File: config.mk
export PLATFORM = sky130hd
export DESIGN_NAME = bpms_div
export DESIGN_NICKNAME = d
export VERILOG_FILES = /design/src/design/bpms_pkg.sv /design/src/design/bpms_div.sv
export SDC_FILE = /design/constraint.sdc
export NUM_CORES = 1
export LEC_CHECK = 0
export ABC_AREA = 1
export ABC_CLOCK_PERIOD_IN_PS = 3900
export BUFFER_PORTS_ARGS = -buffer_cell sky130_fd_sc_hd__buf_2
export CORE_MARGIN = 4
export CORE_UTILIZATION = 53
export DETAILED_ROUTE_END_ITERATION = 12
export MAX_ROUTING_LAYER = met4
export PLACE_DENSITY = 0.83
export SYNTH_ARGS = -nofsm -noshare
export SYNTH_HDL_FRONTEND = slang
export SYNTH_SLANG_ARGS = --single-unit
File: constraint.sdc
create_clock -name clk -period 3.9 [get_ports clk]
set_clock_uncertainty 0.15 [all_clocks]
set_input_delay 0.195 -clock clk [delete_from_list [all_inputs] [get_ports clk]]
set_output_delay 0.195 -clock clk [all_outputs]
set_load 0.05 [all_outputs]
File: src/design/bpms_pkg.sv
package bpms_pkg;

    localparam int MAX_AXES    = 10;
    localparam int FRAC_BITS   = 16;
    localparam int AXIS_W      = 4;
    localparam int VAL_W       = 32;
    localparam int SIZE_W      = 31;
    localparam int HALF_W      = SIZE_W - 1;
    localparam int FRIC_W      = 16;
    localparam int FX_ONE      = 1 << FRAC_BITS;
    localparam int NINE_TENTHS = (9 * FX_ONE + 5) / 10;
    localparam int VIC_SAT     = (FX_ONE + 9) / 10;
    localparam int VIC_W       = FRAC_BITS + 1;
    localparam int PROD_W      = 50;
    localparam int FRICT_W     = 34;
    localparam int SUM_W       = 36;
    localparam int DIV_NW      = 50;
    localparam int DIV_DW      = 32;
    localparam int DIV_CW      = 6;
    localparam int CFG_IDX_W   = 3;

    localparam logic [1:0] MODE_STEP  = 2'd0;
    localparam logic [1:0] MODE_SET   = 2'd1;
    localparam logic [1:0] MODE_CLEAR = 2'd2;

    localparam logic [2:0] BND_NONE   = 3'd0;
    localparam logic [2:0] BND_CLIP   = 3'd1;
    localparam logic [2:0] BND_WRAP   = 3'd2;
    localparam logic [2:0] BND_BOUNCE = 3'd3;
    localparam logic [2:0] BND_REPEL  = 3'd4;

    localparam logic [CFG_IDX_W-1:0] REG_FRICTION   = 3'd0;
    localparam logic [CFG_IDX_W-1:0] REG_AXIS_COUNT = 3'd1;
    localparam logic [CFG_IDX_W-1:0] REG_BOUNDARY   = 3'd2;
    localparam logic [CFG_IDX_W-1:0] REG_SIZE0      = 3'd3;
    localparam logic [CFG_IDX_W-1:0] REG_SIZE1      = 3'd4;
    localparam logic [CFG_IDX_W-1:0] REG_SIZE2      = 3'd5;
    localparam logic [CFG_IDX_W-1:0] REG_SIZE_OTHER = 3'd6;

    typedef enum logic [3:0] {
        ST_IDLE, ST_LOAD, ST_MULF, ST_FRICT, ST_D1S, ST_D1W, ST_MULR,
        ST_D2S, ST_D2W, ST_SUM, ST_BND, ST_D3S, ST_D3W, ST_FIN
    } state_t;

    typedef struct packed {
        logic [1:0]              mode;
        logic [AXIS_W-1:0]       axis;
        logic signed [VAL_W-1:0] value;
    } in_item_t;

    typedef struct packed {
        logic [AXIS_W-1:0]       out_axis;
        logic signed [VAL_W-1:0] position;
        logic                    last_axis;
        logic                    bad_axis;
    } out_item_t;

    typedef struct packed {
        logic [FRIC_W-1:0]          friction;
        logic [AXIS_W-1:0]          axis_count;
        logic [2:0]                 boundary_mode;
        logic [3:0][SIZE_W-1:0]     size;
    } cfg_t;

    typedef struct packed {
        logic              start;
        logic [DIV_NW-1:0] dividend;
        logic [DIV_DW-1:0] divisor;
    } div_req_t;

    function automatic logic signed [VAL_W-1:0] sat32(input logic signed [63:0] x);
        logic signed [63:0] hi;
        logic signed [63:0] lo;
        hi = 64'sd2147483647;
        lo = -64'sd2147483648;
        if (x > hi)
        begin
            return 32'sh7FFFFFFF;
        end
        else if (x < lo)
        begin
            return 32'sh80000000;
        end
        return x[VAL_W-1:0];
    endfunction

endpackage

File: src/design/bpms_div.sv
module bpms_div
    import bpms_pkg::*;
(
    input  logic              clk,
    input  logic              rst_n,
    input  div_req_t          req,
    output logic              busy,
    output logic [DIV_NW-1:0] quotient,
    output logic [DIV_DW-1:0] remainder
);

    logic [DIV_NW-1:0] quo_reg, quo_next;
    logic [DIV_DW-1:0] rem_reg, rem_next;
    logic [DIV_DW-1:0] dvs_reg, dvs_next;
    logic [DIV_CW-1:0] cnt_reg, cnt_next;
    logic [DIV_DW:0]   shifted;

    // restoring divider: one quotient bit per cycle
    always_comb
    begin
        quo_next = quo_reg;
        rem_next = rem_reg;
        dvs_next = dvs_reg;
        cnt_next = cnt_reg;
        shifted  = {rem_reg, quo_reg[DIV_NW-1]};
        if (req.start)
        begin
            quo_next = req.dividend;
            rem_next = '0;
            dvs_next = req.divisor;
            cnt_next = DIV_CW'(DIV_NW);
        end
        else if (cnt_reg != '0)
        begin
            if (shifted >= {1'b0, dvs_reg})
            begin
                rem_next = DIV_DW'(shifted - {1'b0, dvs_reg});
                quo_next = {quo_reg[DIV_NW-2:0], 1'b1};
            end
            else
            begin
                rem_next = shifted[DIV_DW-1:0];
                quo_next = {quo_reg[DIV_NW-2:0], 1'b0};
            end
            cnt_next = cnt_reg - 1'b1;
        end
    end

    always_ff @(posedge clk or negedge rst_n)
    begin
        if (!rst_n)
        begin
            cnt_reg <= '0;
        end
        else
        begin
            cnt_reg <= cnt_next;
        end
    end

    always_ff @(posedge clk)
    begin
        quo_reg <= quo_next;
        rem_reg <= rem_next;
        dvs_reg <= dvs_next;
    end

    assign busy      = (cnt_reg != '0);
    assign quotient  = quo_reg;
    assign remainder = rem_reg;

endmodule

==> insert_results.sql <==
INSERT INTO impl_metrics (metric_group, metric, value, unit) VALUES
('worst_setup_path', 'worst-r2r-setup-slack', '1.16', 'ns'),
('routing', 'postRouteWirelength', '24600', 'um'),
('timing', 'final.setup.tns', '0', 'ns'),
('logic_synthesis', 'synth_cell_type_count', '38', ''),
('worst_setup_path', 'crit_path_end_kind', 'register', ''),
('global_route', 'first_global_vias', '7955', ''),
('cts', 'htree_num_levels', '4', ''),
('cts', 'worstSkewPairLatency', '0.42', 'ns'),
('worst_setup_path', 'worst_path_largest_cell_delay', '0.54', 'ns'),
('cts', 'cts_resized', '0', ''),
('placed_design', 'gp_routability_congestion', '1.04', ''),
('timing', 'grt_setup_unrepaired', 'false', ''),
('cts', 'cts.sinks', '120', ''),
('routing', 'vias', '7835', ''),
('routing', 'postRouteAntennaNets', '0', ''),
('placed_design', 'place_area', '8620', 'um^2'),
('finish', 'drive_above_1_share', '17.3', '%'),
('cts', 'path_clk_slew', '0.06', 'ns'),
('placed_design', 'io_buffers', '167', ''),
('routing', 'wl_per_cell', '16.3', 'um'),
('logic_synthesis', 'ys_seq_area_share', '42.4', '%'),
('worst_setup_path', 'regToRegStartpoint', 'remainder[17]', ''),
('die', 'initial_utilization', '54.6', '%'),
('worst_setup_path', 'cp_top_family', 'simple AND/OR/NAND/NOR gates', ''),
('cts', 'cts_tree', 'yes', ''),
('worst_setup_path', 'worst-r2r-cell-count', '12', ''),
('worst_setup_path', 'critPathMostFrequentCell', 'sky130_fd_sc_hd__nand2_1', ''),
('worst_setup_path', 'worst-path-max-fanout', '35', ''),
('global_route', 'grt_antenna_before_repair', '1', ''),
('logic_synthesis', 'post_synthesis_average_cell_area', '7.17', 'um^2'),
('timing', 'timing.max_slew.rel_slack', '19.8', '%'),
('finish', 'largest_reg_flops', '50', ''),
('worst_setup_path', 'critical_path_cell_count', '12', ''),
('routing', 'detailedRoute.firstIterationViolations', '616', ''),
('logic_synthesis', 'yosys_warnings', '0', ''),
('timing', 'finalHoldViolCount', '0', ''),
('power', 'share_seq_of_total_power', '25.1', '%'),
('power', 'power.static_leakage', '5.50', 'nW'),
('routing', 'route.detailed.vias_per_inst', '5.19', ''),
('logic_synthesis', 'synth.ff_latch_count', '120', ''),
('worst_setup_path', 'cp.buffers_inverters', '0', ''),
('power', 'swShare', '47.0', '%'),
('die', 'ios', '168', ''),
('timing', 'min_period_over_period', '70.2', '%'),
('job', 'max-cap-violations', '0', ''),
('die', 'floorplan.die_area', '16500', 'um^2'),
('status', 'result_of_the_run', 'complete, no violations', ''),
('die', 'placement_rows', '43', ''),
('routing', 'drtPass1Iterations', '6', ''),
('logic_synthesis', 'gate_count_post_synth', '1070', ''),
('logic_synthesis', 'summed_instance_area_of_the_synthesized_netlist', '7670', 'um^2'),
('timing', 'setup_violations', '0', ''),
('worst_setup_path', 'arrival', '2.94', 'ns'),
('timing', 'timing_worst_slew_pin_value', '1.20', 'ns'),
('die', 'placeableCoreArea', '14000', 'um^2'),
('logic_synthesis', 'synth.net_count', '1189', ''),
('worst_setup_path', 'worst_path_max_delay_cell', 'sky130_fd_sc_hd__nor2_8', ''),
('finish', 'num-nets-final', '1437', ''),
('die', 'dieWidth', '128', 'um'),
('worst_setup_path', 'critical_path_required', '4.10', 'ns'),
('finish', 'layout.cells.most_common', 'sky130_fd_sc_hd__nand2_1', ''),
('power', 'share_comb_of_total_power', '52.0', '%'),
('power', 'power.net_switching', '3.40', 'mW'),
('power', 'internal_power_component', '3.83', 'mW'),
('routing', 'drcViolationCount', '0', ''),
('cts', 'cts.repair_timing.setup_buffer_count', '0', ''),
('die', 'die_height', '128', 'um'),
('power', 'p_clk_share', '22.9', '%'),
('timing', 'final.min_clock_period', '2.74', 'ns'),
('finish', 'most_frequent_cells_in_the_layout', 'sky130_fd_sc_hd__nand2_1, sky130_fd_sc_hd__inv_1, sky130_fd_sc_hd__buf_2, sky130_fd_sc_hd__dlygate4sd3_1, sky130_fd_sc_hd__edfxtp_1', ''),
('cts', 'clockBufferDepth', '2', '');
## power by group through the flow
stage	Clock [mW]	Combinational [mW]	Sequential [mW]
after floorplan	0	2.17	2.49
after global placement	0	3.59	1.81
after detailed placement	0	3.62	1.83
after CTS	1.65	3.72	1.81
after global routing	1.72	4.15	1.84
final	1.66	3.76	1.81
## Yosys cell counts (all sizes together)
| cell type | number |
|---|---|
| a21oi | 23 |
| and2 | 6 |
| or2 | 1 |
| dfrtp | 6 |
| a22oi | 1 |
| o21a | 2 |
| nand2 | 468 |
| edfxtp | 82 |
| nand4 | 11 |
| nor4 | 1 |
| ha | 33 |
| dfxtp | 32 |
| inv | 186 |
| xor2 | 5 |
| clkbuf | 14 |
| nand3 | 84 |
| nor2 | 51 |
| o21bai | 2 |
| buf | 12 |
| xnor2 | 13 |
| a31oi | 1 |
| nor3 | 8 |
| fa | 1 |
| o21ai | 15 |
| nand3b | 12 |
## how the worst min path moves through the flow
stage,from,end,slack (ns),depth (start not counted)
6_report,req[32],quotient[0],0.08,3
5_1_grt,req[32],quotient[0],0.09,3
4_1_cts,req[32],quotient[0],0.05,3
3_5_place_dp,rst_n,cnt_reg[4],-0.12,1
3_3_place_gp,rst_n,cnt_reg[4],-0.12,1
2_1_floorplan,rst_n,cnt_reg[0],-0.25,0
## metal layers
metal,global-route usage (%),part of all wire [%]
met4,9.93,2.4
met5,-,0
met2,52.6,48
met3,7.42,9.2
met1,37.0,40
## cells by family (layout without fill, tap and decap cells)
| family | after synthesis | in the layout | synth area share (%) |
|---|---|---|---|
| buffers and inverters | 212 | 471 | 11.1 |
| AO/OA/AOI/OAI | 44 | 44 | 3.15 |
| adder cells (fa/ha/maj) | 34 | 34 | 5.65 |
| other | 0 | 2 | 0 |
| XOR/XNOR | 18 | 18 | 2.06 |
| flip-flops | 120 | 120 | 42.4 |
| AND/OR/NAND/NOR | 642 | 642 | 35.6 |
## area by class of cell
type / count / area [um^2]
tap: 180 / 225
clock inverter: 12 / 178
inverter: 186 / 698
timing repair buffer: 255 / 1720
clock buffer: 18 / 429
multi-input combinational: 738 / 3560
antenna: 2 / 5.00
fill: 1055 / 3970
sequential: 120 / 3250
## timing repair
| action | CTS | global route |
|---|---|---|
| endpoints found under the setup margin | 0 | 0 |
| hold buffers | 84 | 0 |
| endpoints found under the hold margin | 87 | 0 |
## tightest hold or removal path: stages
cell	delay, ns
sky130_fd_sc_hd__buf_2	0.08
sky130_fd_sc_hd__nor2_1	0.05
sky130_fd_sc_hd__a31oi_1	0.18
## metrics by stage
step / power [mW] / hold WS, ns / setup WS [ns] / util, % / std cells
after detailed placement: 5.45 / -0.120 / 1.22 / 61.4 / 1395
after global placement: 5.40 / -0.125 / 1.29 / 61.4 / 1395
final: 7.24 / 0.0817 / 1.16 / 71.7 / 1511
after floorplan: 4.66 / -0.251 / 0.370 / - / 1070
after global routing: 7.70 / 0.0893 / 0.933 / 71.7 / 1510
after CTS: 7.18 / 0.0453 / 1.19 / 71.7 / 1509
Power figures use the tool's default switching activity.
