$ cat src/design/bpms_pkg.sv
package bpms_pkg;

    localparam int MAX_AXES    = 10;
    localparam int FRAC_BITS   = 16;
    localparam int AXIS_W      = 4;
    localparam int VAL_W       = 32;
    localparam int SIZE_W      = 31;
    localparam int HALF_W      = SIZE_W - 1;
    localparam int FRIC_W      = 16;
    localparam int FX_ONE      = 1 << FRAC_BITS;
    localparam int NINE_TENTHS = (9 * FX_ONE + 5) / 10;
    localparam int VIC_SAT     = (FX_ONE + 9) / 10;
    localparam int VIC_W       = FRAC_BITS + 1;
    localparam int PROD_W      = 50;
    localparam int FRICT_W     = 34;
    localparam int SUM_W       = 36;
    localparam int DIV_NW      = 50;
    localparam int DIV_DW      = 32;
    localparam int DIV_CW      = 6;
    localparam int CFG_IDX_W   = 3;

    localparam logic [1:0] MODE_STEP  = 2'd0;
    localparam logic [1:0] MODE_SET   = 2'd1;
    localparam logic [1:0] MODE_CLEAR = 2'd2;

    localparam logic [2:0] BND_NONE   = 3'd0;
    localparam logic [2:0] BND_CLIP   = 3'd1;
    localparam logic [2:0] BND_WRAP   = 3'd2;
    localparam logic [2:0] BND_BOUNCE = 3'd3;
    localparam logic [2:0] BND_REPEL  = 3'd4;

    localparam logic [CFG_IDX_W-1:0] REG_FRICTION   = 3'd0;
    localparam logic [CFG_IDX_W-1:0] REG_AXIS_COUNT = 3'd1;
    localparam logic [CFG_IDX_W-1:0] REG_BOUNDARY   = 3'd2;
    localparam logic [CFG_IDX_W-1:0] REG_SIZE0      = 3'd3;
    localparam logic [CFG_IDX_W-1:0] REG_SIZE1      = 3'd4;
    localparam logic [CFG_IDX_W-1:0] REG_SIZE2      = 3'd5;
    localparam logic [CFG_IDX_W-1:0] REG_SIZE_OTHER = 3'd6;

    typedef enum logic [3:0] {
        ST_IDLE, ST_LOAD, ST_MULF, ST_FRICT, ST_D1S, ST_D1W, ST_MULR,
        ST_D2S, ST_D2W, ST_SUM, ST_BND, ST_D3S, ST_D3W, ST_FIN
    } state_t;

    typedef struct packed {
        logic [1:0]              mode;
        logic [AXIS_W-1:0]       axis;
        logic signed [VAL_W-1:0] value;
    } in_item_t;

    typedef struct packed {
        logic [AXIS_W-1:0]       out_axis;
        logic signed [VAL_W-1:0] position;
        logic                    last_axis;
        logic                    bad_axis;
    } out_item_t;

    typedef struct packed {
        logic [FRIC_W-1:0]          friction;
        logic [AXIS_W-1:0]          axis_count;
        logic [2:0]                 boundary_mode;
        logic [3:0][SIZE_W-1:0]     size;
    } cfg_t;

    typedef struct packed {
        logic              start;
        logic [DIV_NW-1:0] dividend;
        logic [DIV_DW-1:0] divisor;
    } div_req_t;

    function automatic logic signed [VAL_W-1:0] sat32(input logic signed [63:0] x);
        logic signed [63:0] hi;
        logic signed [63:0] lo;
        hi = 64'sd2147483647;
        lo = -64'sd2147483648;
        if (x > hi)
        begin
            return 32'sh7FFFFFFF;
        end
        else if (x < lo)
        begin
            return 32'sh80000000;
        end
        return x[VAL_W-1:0];
    endfunction

endpackage

$ cat src/design/bpms_regs.sv
module bpms_regs
    import bpms_pkg::*;
(
    input  logic                 clk,
    input  logic                 rst_n,
    input  logic                 cfg_wr_en,
    input  logic [CFG_IDX_W-1:0] cfg_index,
    input  logic [SIZE_W-1:0]    cfg_data,
    output cfg_t                 cfg,
    output logic                 clear
);

    cfg_t cfg_reg, cfg_next;
    logic [AXIS_W-1:0] cnt_w;

    always_comb
    begin
        cfg_next = cfg_reg;
        clear    = 1'b0;
        cnt_w    = cfg_data[AXIS_W-1:0];
        if (cfg_wr_en)
        begin
            case (cfg_index)
                REG_FRICTION:
                begin
                    if (cfg_data[FRIC_W-1:0] != '0)
                        cfg_next.friction = cfg_data[FRIC_W-1:0];
                end
                REG_AXIS_COUNT:
                begin
                    clear = 1'b1;
                    if (cnt_w == '0)
                        cfg_next.axis_count = AXIS_W'(1);
                    else if (cnt_w > AXIS_W'(MAX_AXES))
                        cfg_next.axis_count = AXIS_W'(MAX_AXES);
                    else
                        cfg_next.axis_count = cnt_w;
                end
                REG_BOUNDARY:
                begin
                    if (cfg_data[2:0] <= BND_REPEL)
                        cfg_next.boundary_mode = cfg_data[2:0];
                end
                REG_SIZE0, REG_SIZE1, REG_SIZE2, REG_SIZE_OTHER:
                begin
                    if (cfg_data != '0)
                        cfg_next.size[2'(cfg_index - REG_SIZE0)] = cfg_data;
                end
                default:
                begin
                end
            endcase
        end
    end

    always_ff @(posedge clk or negedge rst_n)
    begin
        if (!rst_n)
        begin
            cfg_reg.friction      <= FRIC_W'(6554);
            cfg_reg.axis_count    <= AXIS_W'(3);
            cfg_reg.boundary_mode <= BND_NONE;
            cfg_reg.size          <= {4{SIZE_W'(2621440)}};
        end
        else
        begin
            cfg_reg <= cfg_next;
        end
    end

    assign cfg = cfg_reg;

endmodule

$ cat config.mk
export PLATFORM = sky130hd
export DESIGN_NAME = bpms_regs
export DESIGN_NICKNAME = d
export VERILOG_FILES = /design/src/design/bpms_pkg.sv /design/src/design/bpms_regs.sv
export SDC_FILE = /design/constraint.sdc
export NUM_CORES = 1
export LEC_CHECK = 0
export ABC_CLOCK_PERIOD_IN_PS = 2300
export BUFFER_PORTS_ARGS = -buffer_cell sky130_fd_sc_hd__buf_2
export CAP_MARGIN = 5
export CORE_UTILIZATION = 35
export CTS_BUF_LIST = sky130_fd_sc_hd__clkbuf_8
export DETAILED_ROUTE_END_ITERATION = 16
export PLACE_DENSITY = 0.57
export SYNTH_ARGS = -nofsm -noshare
export SYNTH_HDL_FRONTEND = slang
export SYNTH_SLANG_ARGS = --single-unit
export TNS_END_PERCENT = 1
$ cat constraint.sdc
create_clock -name clk -period 2.3 [get_ports clk]
set_input_delay 0.23 -clock clk [delete_from_list [all_inputs] [get_ports clk]]
set_output_delay 0.23 -clock clk [all_outputs]
set_load 0.01 [all_outputs]
==> qor.yml, run 1 <==
status: "finished clean"
grt_max_degree: 59
yosysUniqueCellTypes: 22
setup_violations: 0
die_w_um: 129
start_util_pct: 35.8
synth_area_mm2: 0.00566
nFillCells: 1452
path_cells: "buf_2 -> nor4_1 -> nand4_1 -> buf_4 -> o2111ai_4 -> buf_12 -> mux2_2"
r2r_end: "cfg[129]"
grt_pass1_wl_mm: 21.0
critPathCapture: "cfg[8]"
final_max_slew_viol_count: 0
io-pin-count: 185
synth_area_leader_cell: "dfrtp_1"
grt_usage_pct: 17.0
synth_cells: 346
grt_antenna_before_repair: 0
fin_crit_ns: 1.68
synth_ff_type: "dfrtp_1"
setup-tns-final_ns: 0
die-area_mm2: 0.0167
grt_pass1_vias: 3791
worstSetupStartpoint: "cfg_data[16]"
core-area_mm2: 0.0158
clock_sinks: 147
cp.arrival_ns: 2.01
nNetsFinal: 586
antenna_left: 0
required_ns: 2.62
fin_util_pct: 47.1
path_class: "in2reg"
synth_edf_count: 0
hp-class: "in2reg"
post_drt_wl_per_cell_um: 17.8
worstMarginPinSlew_ns: 0.580
slew_headroom_pct: 61.3
yosys-top-cells-area: "dfrtp_1, mux2_2, dfstp_2"
power.leakage_nw: 3.56
synth_commonest_cells: "dfrtp_1, mux2_2, mux2_1"
gp_congestion: 0.737
clk_pin_slew_ns: 0.08
synthToLayoutAreaGrowth_pct: 31.5
cp-start-kind: "primary input"
dr.pass1.iters: 4
cap_violations: 0
mappedNetlistNets: 383
cts_tree: "yes"
diodes: 0
drt_iter0_drc: 50
multi_input_area_mm2: 0.00189
seq_area_frac_synth_pct: 65.3
synthArstFlopShare_pct: 100
vias_per_cell: 4.72
vdd_drop_max_v: 0.000444
root_buffer: "clkbuf_8"
cp_slowest_stage_delay_ns: 0.40
endpoint_kind: "register"
synth_top_area_share_pct: 57.4
numCtsBuffers: 17
hpwl_mm: 9.65
post_cts_buffers: 0
hold_viol_final: 0
clock_path_buffers: 2
clk_latency_ns: 0.43
final.period_utilization_pct: 73.2
grt-ovfl-total: 0
htreeDepth: 4
grt_setup_unrepaired: "no"
drc: 0
num_rows: 46
p_per_area_mw_per_mm2: 964
worst-path-max-fanout: 26
die_h_um: 129
r2r_start: "cfg[129]"
avgSynthCellArea_um2: 16.4
drive_above_1_share_pct: 64.8
ys_seq_elements: 147
ys_warn_count: 0
seqCellArea_mm2: 0.00370
r2r_cells: 2
yosysMostFrequentCell: "dfrtp_1"
port_buffers: 184
via_count: 3673
largest_register_ffs: 147
finalClockSkew_ns: 0
wirelength_mm: 13.8
fmax_mhz: 594
cpMaxStageDelayCell: "nor4_1"
reg2reg_slack_ns: 1.46
-- routing by layer --
metal	GRT usage, %	wire length, µm
met2	26.1	6390
met1	21.9	6140
met5	0	0
met4	7.34	222
met3	5.86	1080
-- critical path, delay by kind of cell --
family	cells	cell delay, ns
muxes	1	0.36
and+or+nand+nor	2	0.59
AOI/OAI and AO/OA	1	0.23
buffers and inverters	3	0.59
-- cells in the final DEF (no fill, tap or decap), types with 2 or more instances in the layout --
cell,instances
buf_2,183
dfrtp_1,130
mux2_2,113
mux2_1,29
clkbuf_8,19
dfstp_2,17
nor2_1,10
buf_12,9
buf_4,8
nor4_1,7
inv_1,5
clkinvlp_4,3
bufinv_16,3
nor2b_1,2
nand4_1,2
nor3_1,2
o2111ai_4,2
and4b_1,2
o21ai_4,2
a21oi_1,2
a211oi_1,2
clkinv_2,2
-- worst min path at each step --
stage | cells past startpoint | startpoint | end
after global placement | 1 | rst_n | cfg[126]
after global routing | 2 | cfg_data[20] | cfg[51]
final | 2 | cfg_data[20] | cfg[51]
after detailed placement | 1 | rst_n | cfg[124]
after CTS | 2 | cfg_data[20] | cfg[51]
after floorplan | 0 | rst_n | cfg[0]
-- where the power goes --
part | switching (mW) | internal (mW)
clock | 0.942 | 1.11
sequential | 0.277 | 3.20
combinational | 0.823 | 0.830
total | 2.04 | 5.14
-- through the flow --
step	power (mW)	worst slack, ns	instance area (µm²)	instances	hold slack (ns)
detailed placement	5.20	0.0758	7030	745	0.255
CTS	7.29	0.555	7450	778	0.0233
global placement	5.16	0.106	7030	745	0.244
finish	7.18	0.617	7450	778	0.0656
global route	7.59	0.525	7450	778	0.0316
floorplan	4.32	0.455	5660	346	-0.0656
-- cells by family (layout without fill, tap and decap cells) --
logic type	after synthesis	after routing	share of synthesized area, %
DFF	147	147	65.3
buffers and inverters	19	235	2.12
adders and majority gates	1	1	0.177
AOI/OAI and AO/OA	9	9	1.30
and+or+nand+nor	28	28	2.85
muxes	142	142	28.2
-- cell type report --
class	count	area share (%)
inverter	1	0.0504
clock buffer	19	3.51
clock inverter	13	1.97
multi-input combinational	180	25.4
timing repair buffer	202	15.8
sequential	147	49.7
tap	216	3.63
-- timing repair --
| action | CTS | global route |
|---|---|---|
| hold buffers | 1 | 0 |
| hold endpoints to repair | 52 | 0 |
| gates resized for setup | 0 | 0 |
Power figures use the tool's default switching activity.
==> inputs of run 2 (changes only) <==
--- a/config.mk
+++ b/config.mk
@@ -5,13 +5,14 @@
 export SDC_FILE = /design/constraint.sdc
 export NUM_CORES = 1
 export LEC_CHECK = 0
-export ABC_CLOCK_PERIOD_IN_PS = 2300
+export ABC_AREA = 1
+export ABC_CLOCK_PERIOD_IN_PS = 1400
 export BUFFER_PORTS_ARGS = -buffer_cell sky130_fd_sc_hd__buf_2
 export CAP_MARGIN = 5
 export CORE_UTILIZATION = 35
 export CTS_BUF_LIST = sky130_fd_sc_hd__clkbuf_8
 export DETAILED_ROUTE_END_ITERATION = 16
-export PLACE_DENSITY = 0.57
+export PLACE_DENSITY = 0.58
 export SYNTH_ARGS = -nofsm -noshare
 export SYNTH_HDL_FRONTEND = slang
 export SYNTH_SLANG_ARGS = --single-unit
==> constraint.sdc (replaced) <==
create_clock -name clk -period 1.4 [get_ports clk]
set_input_delay 0.14 -clock clk [delete_from_list [all_inputs] [get_ports clk]]
set_output_delay 0.14 -clock clk [all_outputs]
set_load 0.01 [all_outputs]
==> run 2 against run 1 <==
Compared with the run above: synthesized cell count grew 100%; routed wire length grew 45%; global-route usage grew 5.2 points; sequential power grew 65%; register-to-register slack lost 0.81 ns; utilization grew 2.2 points; worst hold slack lost 0.034 ns; critical endpoint is now cfg[50].
==> qor.yml, run 2 <==
status: "finished clean"
die_h_um: 136  # +5.1%
via_count: 5909  # +61%
r2r_end: "cfg[127]"
reg2reg_slack_ns: 0.65  # -0.81 ns
ys_warn_count: 0  # unchanged
antenna_left: 0  # unchanged
wirelength_mm: 20.1  # +45%
cp.arrival_ns: 1.15  # -0.86 ns
synth_ff_type: "dfrtp_1"
synth_commonest_cells: "nand2_1, dfrtp_1, nand4_1"
yosys.area_share.simple_pct: 31.7  # +29 points
worstMarginPinSlew_ns: 0.444  # -0.136 ns
clock_path_buffers: 2  # unchanged
synth_edf_count: 0  # unchanged
grt_max_degree: 44  # -25%
grt_pass1_wl_mm: 30.7  # +46%
numCtsBuffers: 17  # unchanged
ys_seq_elements: 147  # unchanged
die_w_um: 136  # +5.1%
slew_headroom_pct: 70.4  # +9.1 points
post_cts_buffers: 0  # unchanged
core-area_mm2: 0.0174  # +10%
critPathBufInv: 1  # -2
clk_latency_ns: 0.44  # about the same
power.leakage_nw: 4.79  # +35%
synthArstFlopShare_pct: 100  # unchanged
cap_violations: 0  # unchanged
final_cell_area_mm2: 0.00857  # +15%
diodes: 0  # unchanged
vias_per_cell: 4.99  # +5.8%
start_util_pct: 36.0  # +0.21 points
synth_area_mm2: 0.00627  # +11%
synth_xor_xnor_area_share_pct: 0  # unchanged
r2r_start: "cfg[127]"
multi_input_area_mm2: 0.00217  # +15%
clock_sinks: 147  # unchanged
grt_pass1_vias: 5454  # +44%
cts_tree: "yes"
htreeDepth: 4  # unchanged
mostFrequentLayoutCells: "nand2_1, buf_2, dfrtp_1, nand4_1, buf_4"
endpoint_kind: "output pin"
die-area_mm2: 0.0185  # +11%
mappedNetlistNets: 743  # +94%
p_per_area_mw_per_mm2: 1420  # +47%
yosysMostFrequentCell: "nand2_1"
hold_viol_final: 0  # unchanged
grt_setup_unrepaired: "no"
clk_pin_slew_ns: 0.08  # about the same
root_buffer: "clkbuf_8"
min_to: "cfg[137]"
nNetsFinal: 982  # +68%
drt_iter0_drc: 406  # +710%
hold_start: "cfg_data[6]"
seq_area_frac_synth_pct: 59.0  # -6.3 points
avgSynthCellArea_um2: 8.88  # -46%
seqCellArea_mm2: 0.00370  # unchanged
final.period_utilization_pct: 91.8
dpl_worst_slack_ns: -0.196  # -0.272 ns
grt_usage_pct: 22.2  # +5.2 points
largest_register_ffs: 147  # unchanged
grt_antenna_before_repair: 0  # unchanged
path_cells: "buf_2"
yosys.area_share.adder_pct: 0  # -0.18 points
fin_crit_ns: 1.29
muxShareOfSynthArea_pct: 0  # -28 points
dr.pass1.iters: 5  # +1
num_rows: 48  # +4.3%
vdd_drop_max_v: 0.000585  # +32%
grt-ovfl-total: 0  # unchanged
yosysUniqueCellTypes: 18  # -18%
worst-path-max-fanout: 2  # -92%
hold_depth: 3  # +1
gp_congestion: 0.821  # +11%
synth_area_leader_cell: "dfrtp_1"
total_power_mw: 12.1  # +69%
setup_violations: 0  # unchanged
post_drt_wl_per_cell_um: 17.0  # -4.6%
synth-compound-area-share_pct: 2.37  # +1.1 points
path_class: "reg2out"
drive_above_1_share_pct: 33.7  # -31 points
cp-start-kind: "register"
setup_ws_ns: 0.115  # -0.502 ns
finalClockSkew_ns: 0  # unchanged
drc: 0  # unchanged
path_delay_family: "flip-flops"
nFillCells: 1747  # +20%
synth_top_family_by_area: "simple AND/OR/NAND/NOR gates"
r2r_cells: 2  # unchanged
cp_slowest_stage_delay_ns: 0.56  # +0.16 ns
required_ns: 1.26  # -1.36 ns
final_max_slew_viol_count: 0  # unchanged
port_buffers: 184  # unchanged
cpMaxStageDelayCell: "dfstp_2"
synth_cells: 706  # +100%
io-pin-count: 185  # unchanged
mostFrequentLayoutCell: "nand2_1"
synth_top_area_share_pct: 51.9  # -5.5 points
fin_util_pct: 49.2  # +2.2 points
dpl_cell_area_mm2: 0.00804  # +14%
hp-class: "in2reg"
yosys-top-cells-area: "dfrtp_1, nand2_1, nand4_1"
hpwl_mm: 14.1  # +46%
synthToLayoutAreaGrowth_pct: 36.7
fmax_mhz: 778
-- run 2: cell types whose count changed in the layout (fill, tap and decap cells not counted), moves of 29 or more --
cell,delta
buf_4,+56
mux2_1,-29
mux2_2,-113
nand2_1,+293
inv_1,+32
nand4_1,+122
-- run 2: power breakdown --
part	total [mW]	switching (mW)	internal, mW
Clock	3.54	1.60	1.93
Combinational	2.86	1.65	1.21
Sequential	5.74	0.550	5.19
-- run 2: per-stage QoR --
step | setup TNS [ns] | cells | hold slack [ns]
final | 0 | 1183 | 0.0315
after global routing | 0 | 1183 | 0.0246
after CTS | 0 | 1183 | 0.00765
after detailed placement | -20.12 | 1141 | 0.0989
after global placement | -16.48 | 1141 | 0.101
after floorplan | 0 | 706 | -0.156
-- run 2: how the worst max path moves through the flow --
stage                 start        to  cells after the start  slack (ns)
6_report            cfg[50]   cfg[50]                      1        0.11
5_1_grt        cfg_index[0]     clear                      7        0.05
4_1_cts        cfg_index[1]     clear                      6        0.03
3_5_place_dp    cfg_data[1]  cfg[120]                     11       -0.20
3_3_place_gp    cfg_data[0]   cfg[43]                     11       -0.15
2_1_floorplan   cfg_data[3]  cfg[100]                     11        0.15
-- run 2: timing repair --
action | 4_1_cts | 5_1_grt
resized for setup | 0 | 1
hold buffers | 10 | 0
endpoints found under the setup margin | 0 | 1
hold endpoints to repair | 151 | 0
-- run 2: routing by layer --
layer	track usage, %	vias to the layer above	routed length (µm)	part of all wire, %
met2	33.2	220	9230	46
met4	8.24	0	313	1.6
met3	3.77	20	1060	5.3
met5	0	-	0	0
met1	32.1	2837	9470	47
li1	-	2832	-	-
-- run 2: cells by family after synthesis --
logic type | count (synthesis)
DFF | 147
AOI/OAI and AO/OA | 29
and+or+nand+nor | 439
buffers and inverters | 91
-- run 2: cell type report --
| type | instances | area share, % |
|---|---|---|
| clock inverters | 11 | 1.56 |
| clock buffers | 21 | 3.37 |
| inverters | 35 | 1.53 |
| flip-flops and latches | 147 | 43.2 |
| multi-input cells | 468 | 25.3 |
| well taps | 225 | 3.28 |
| repair buffers | 276 | 21.8 |
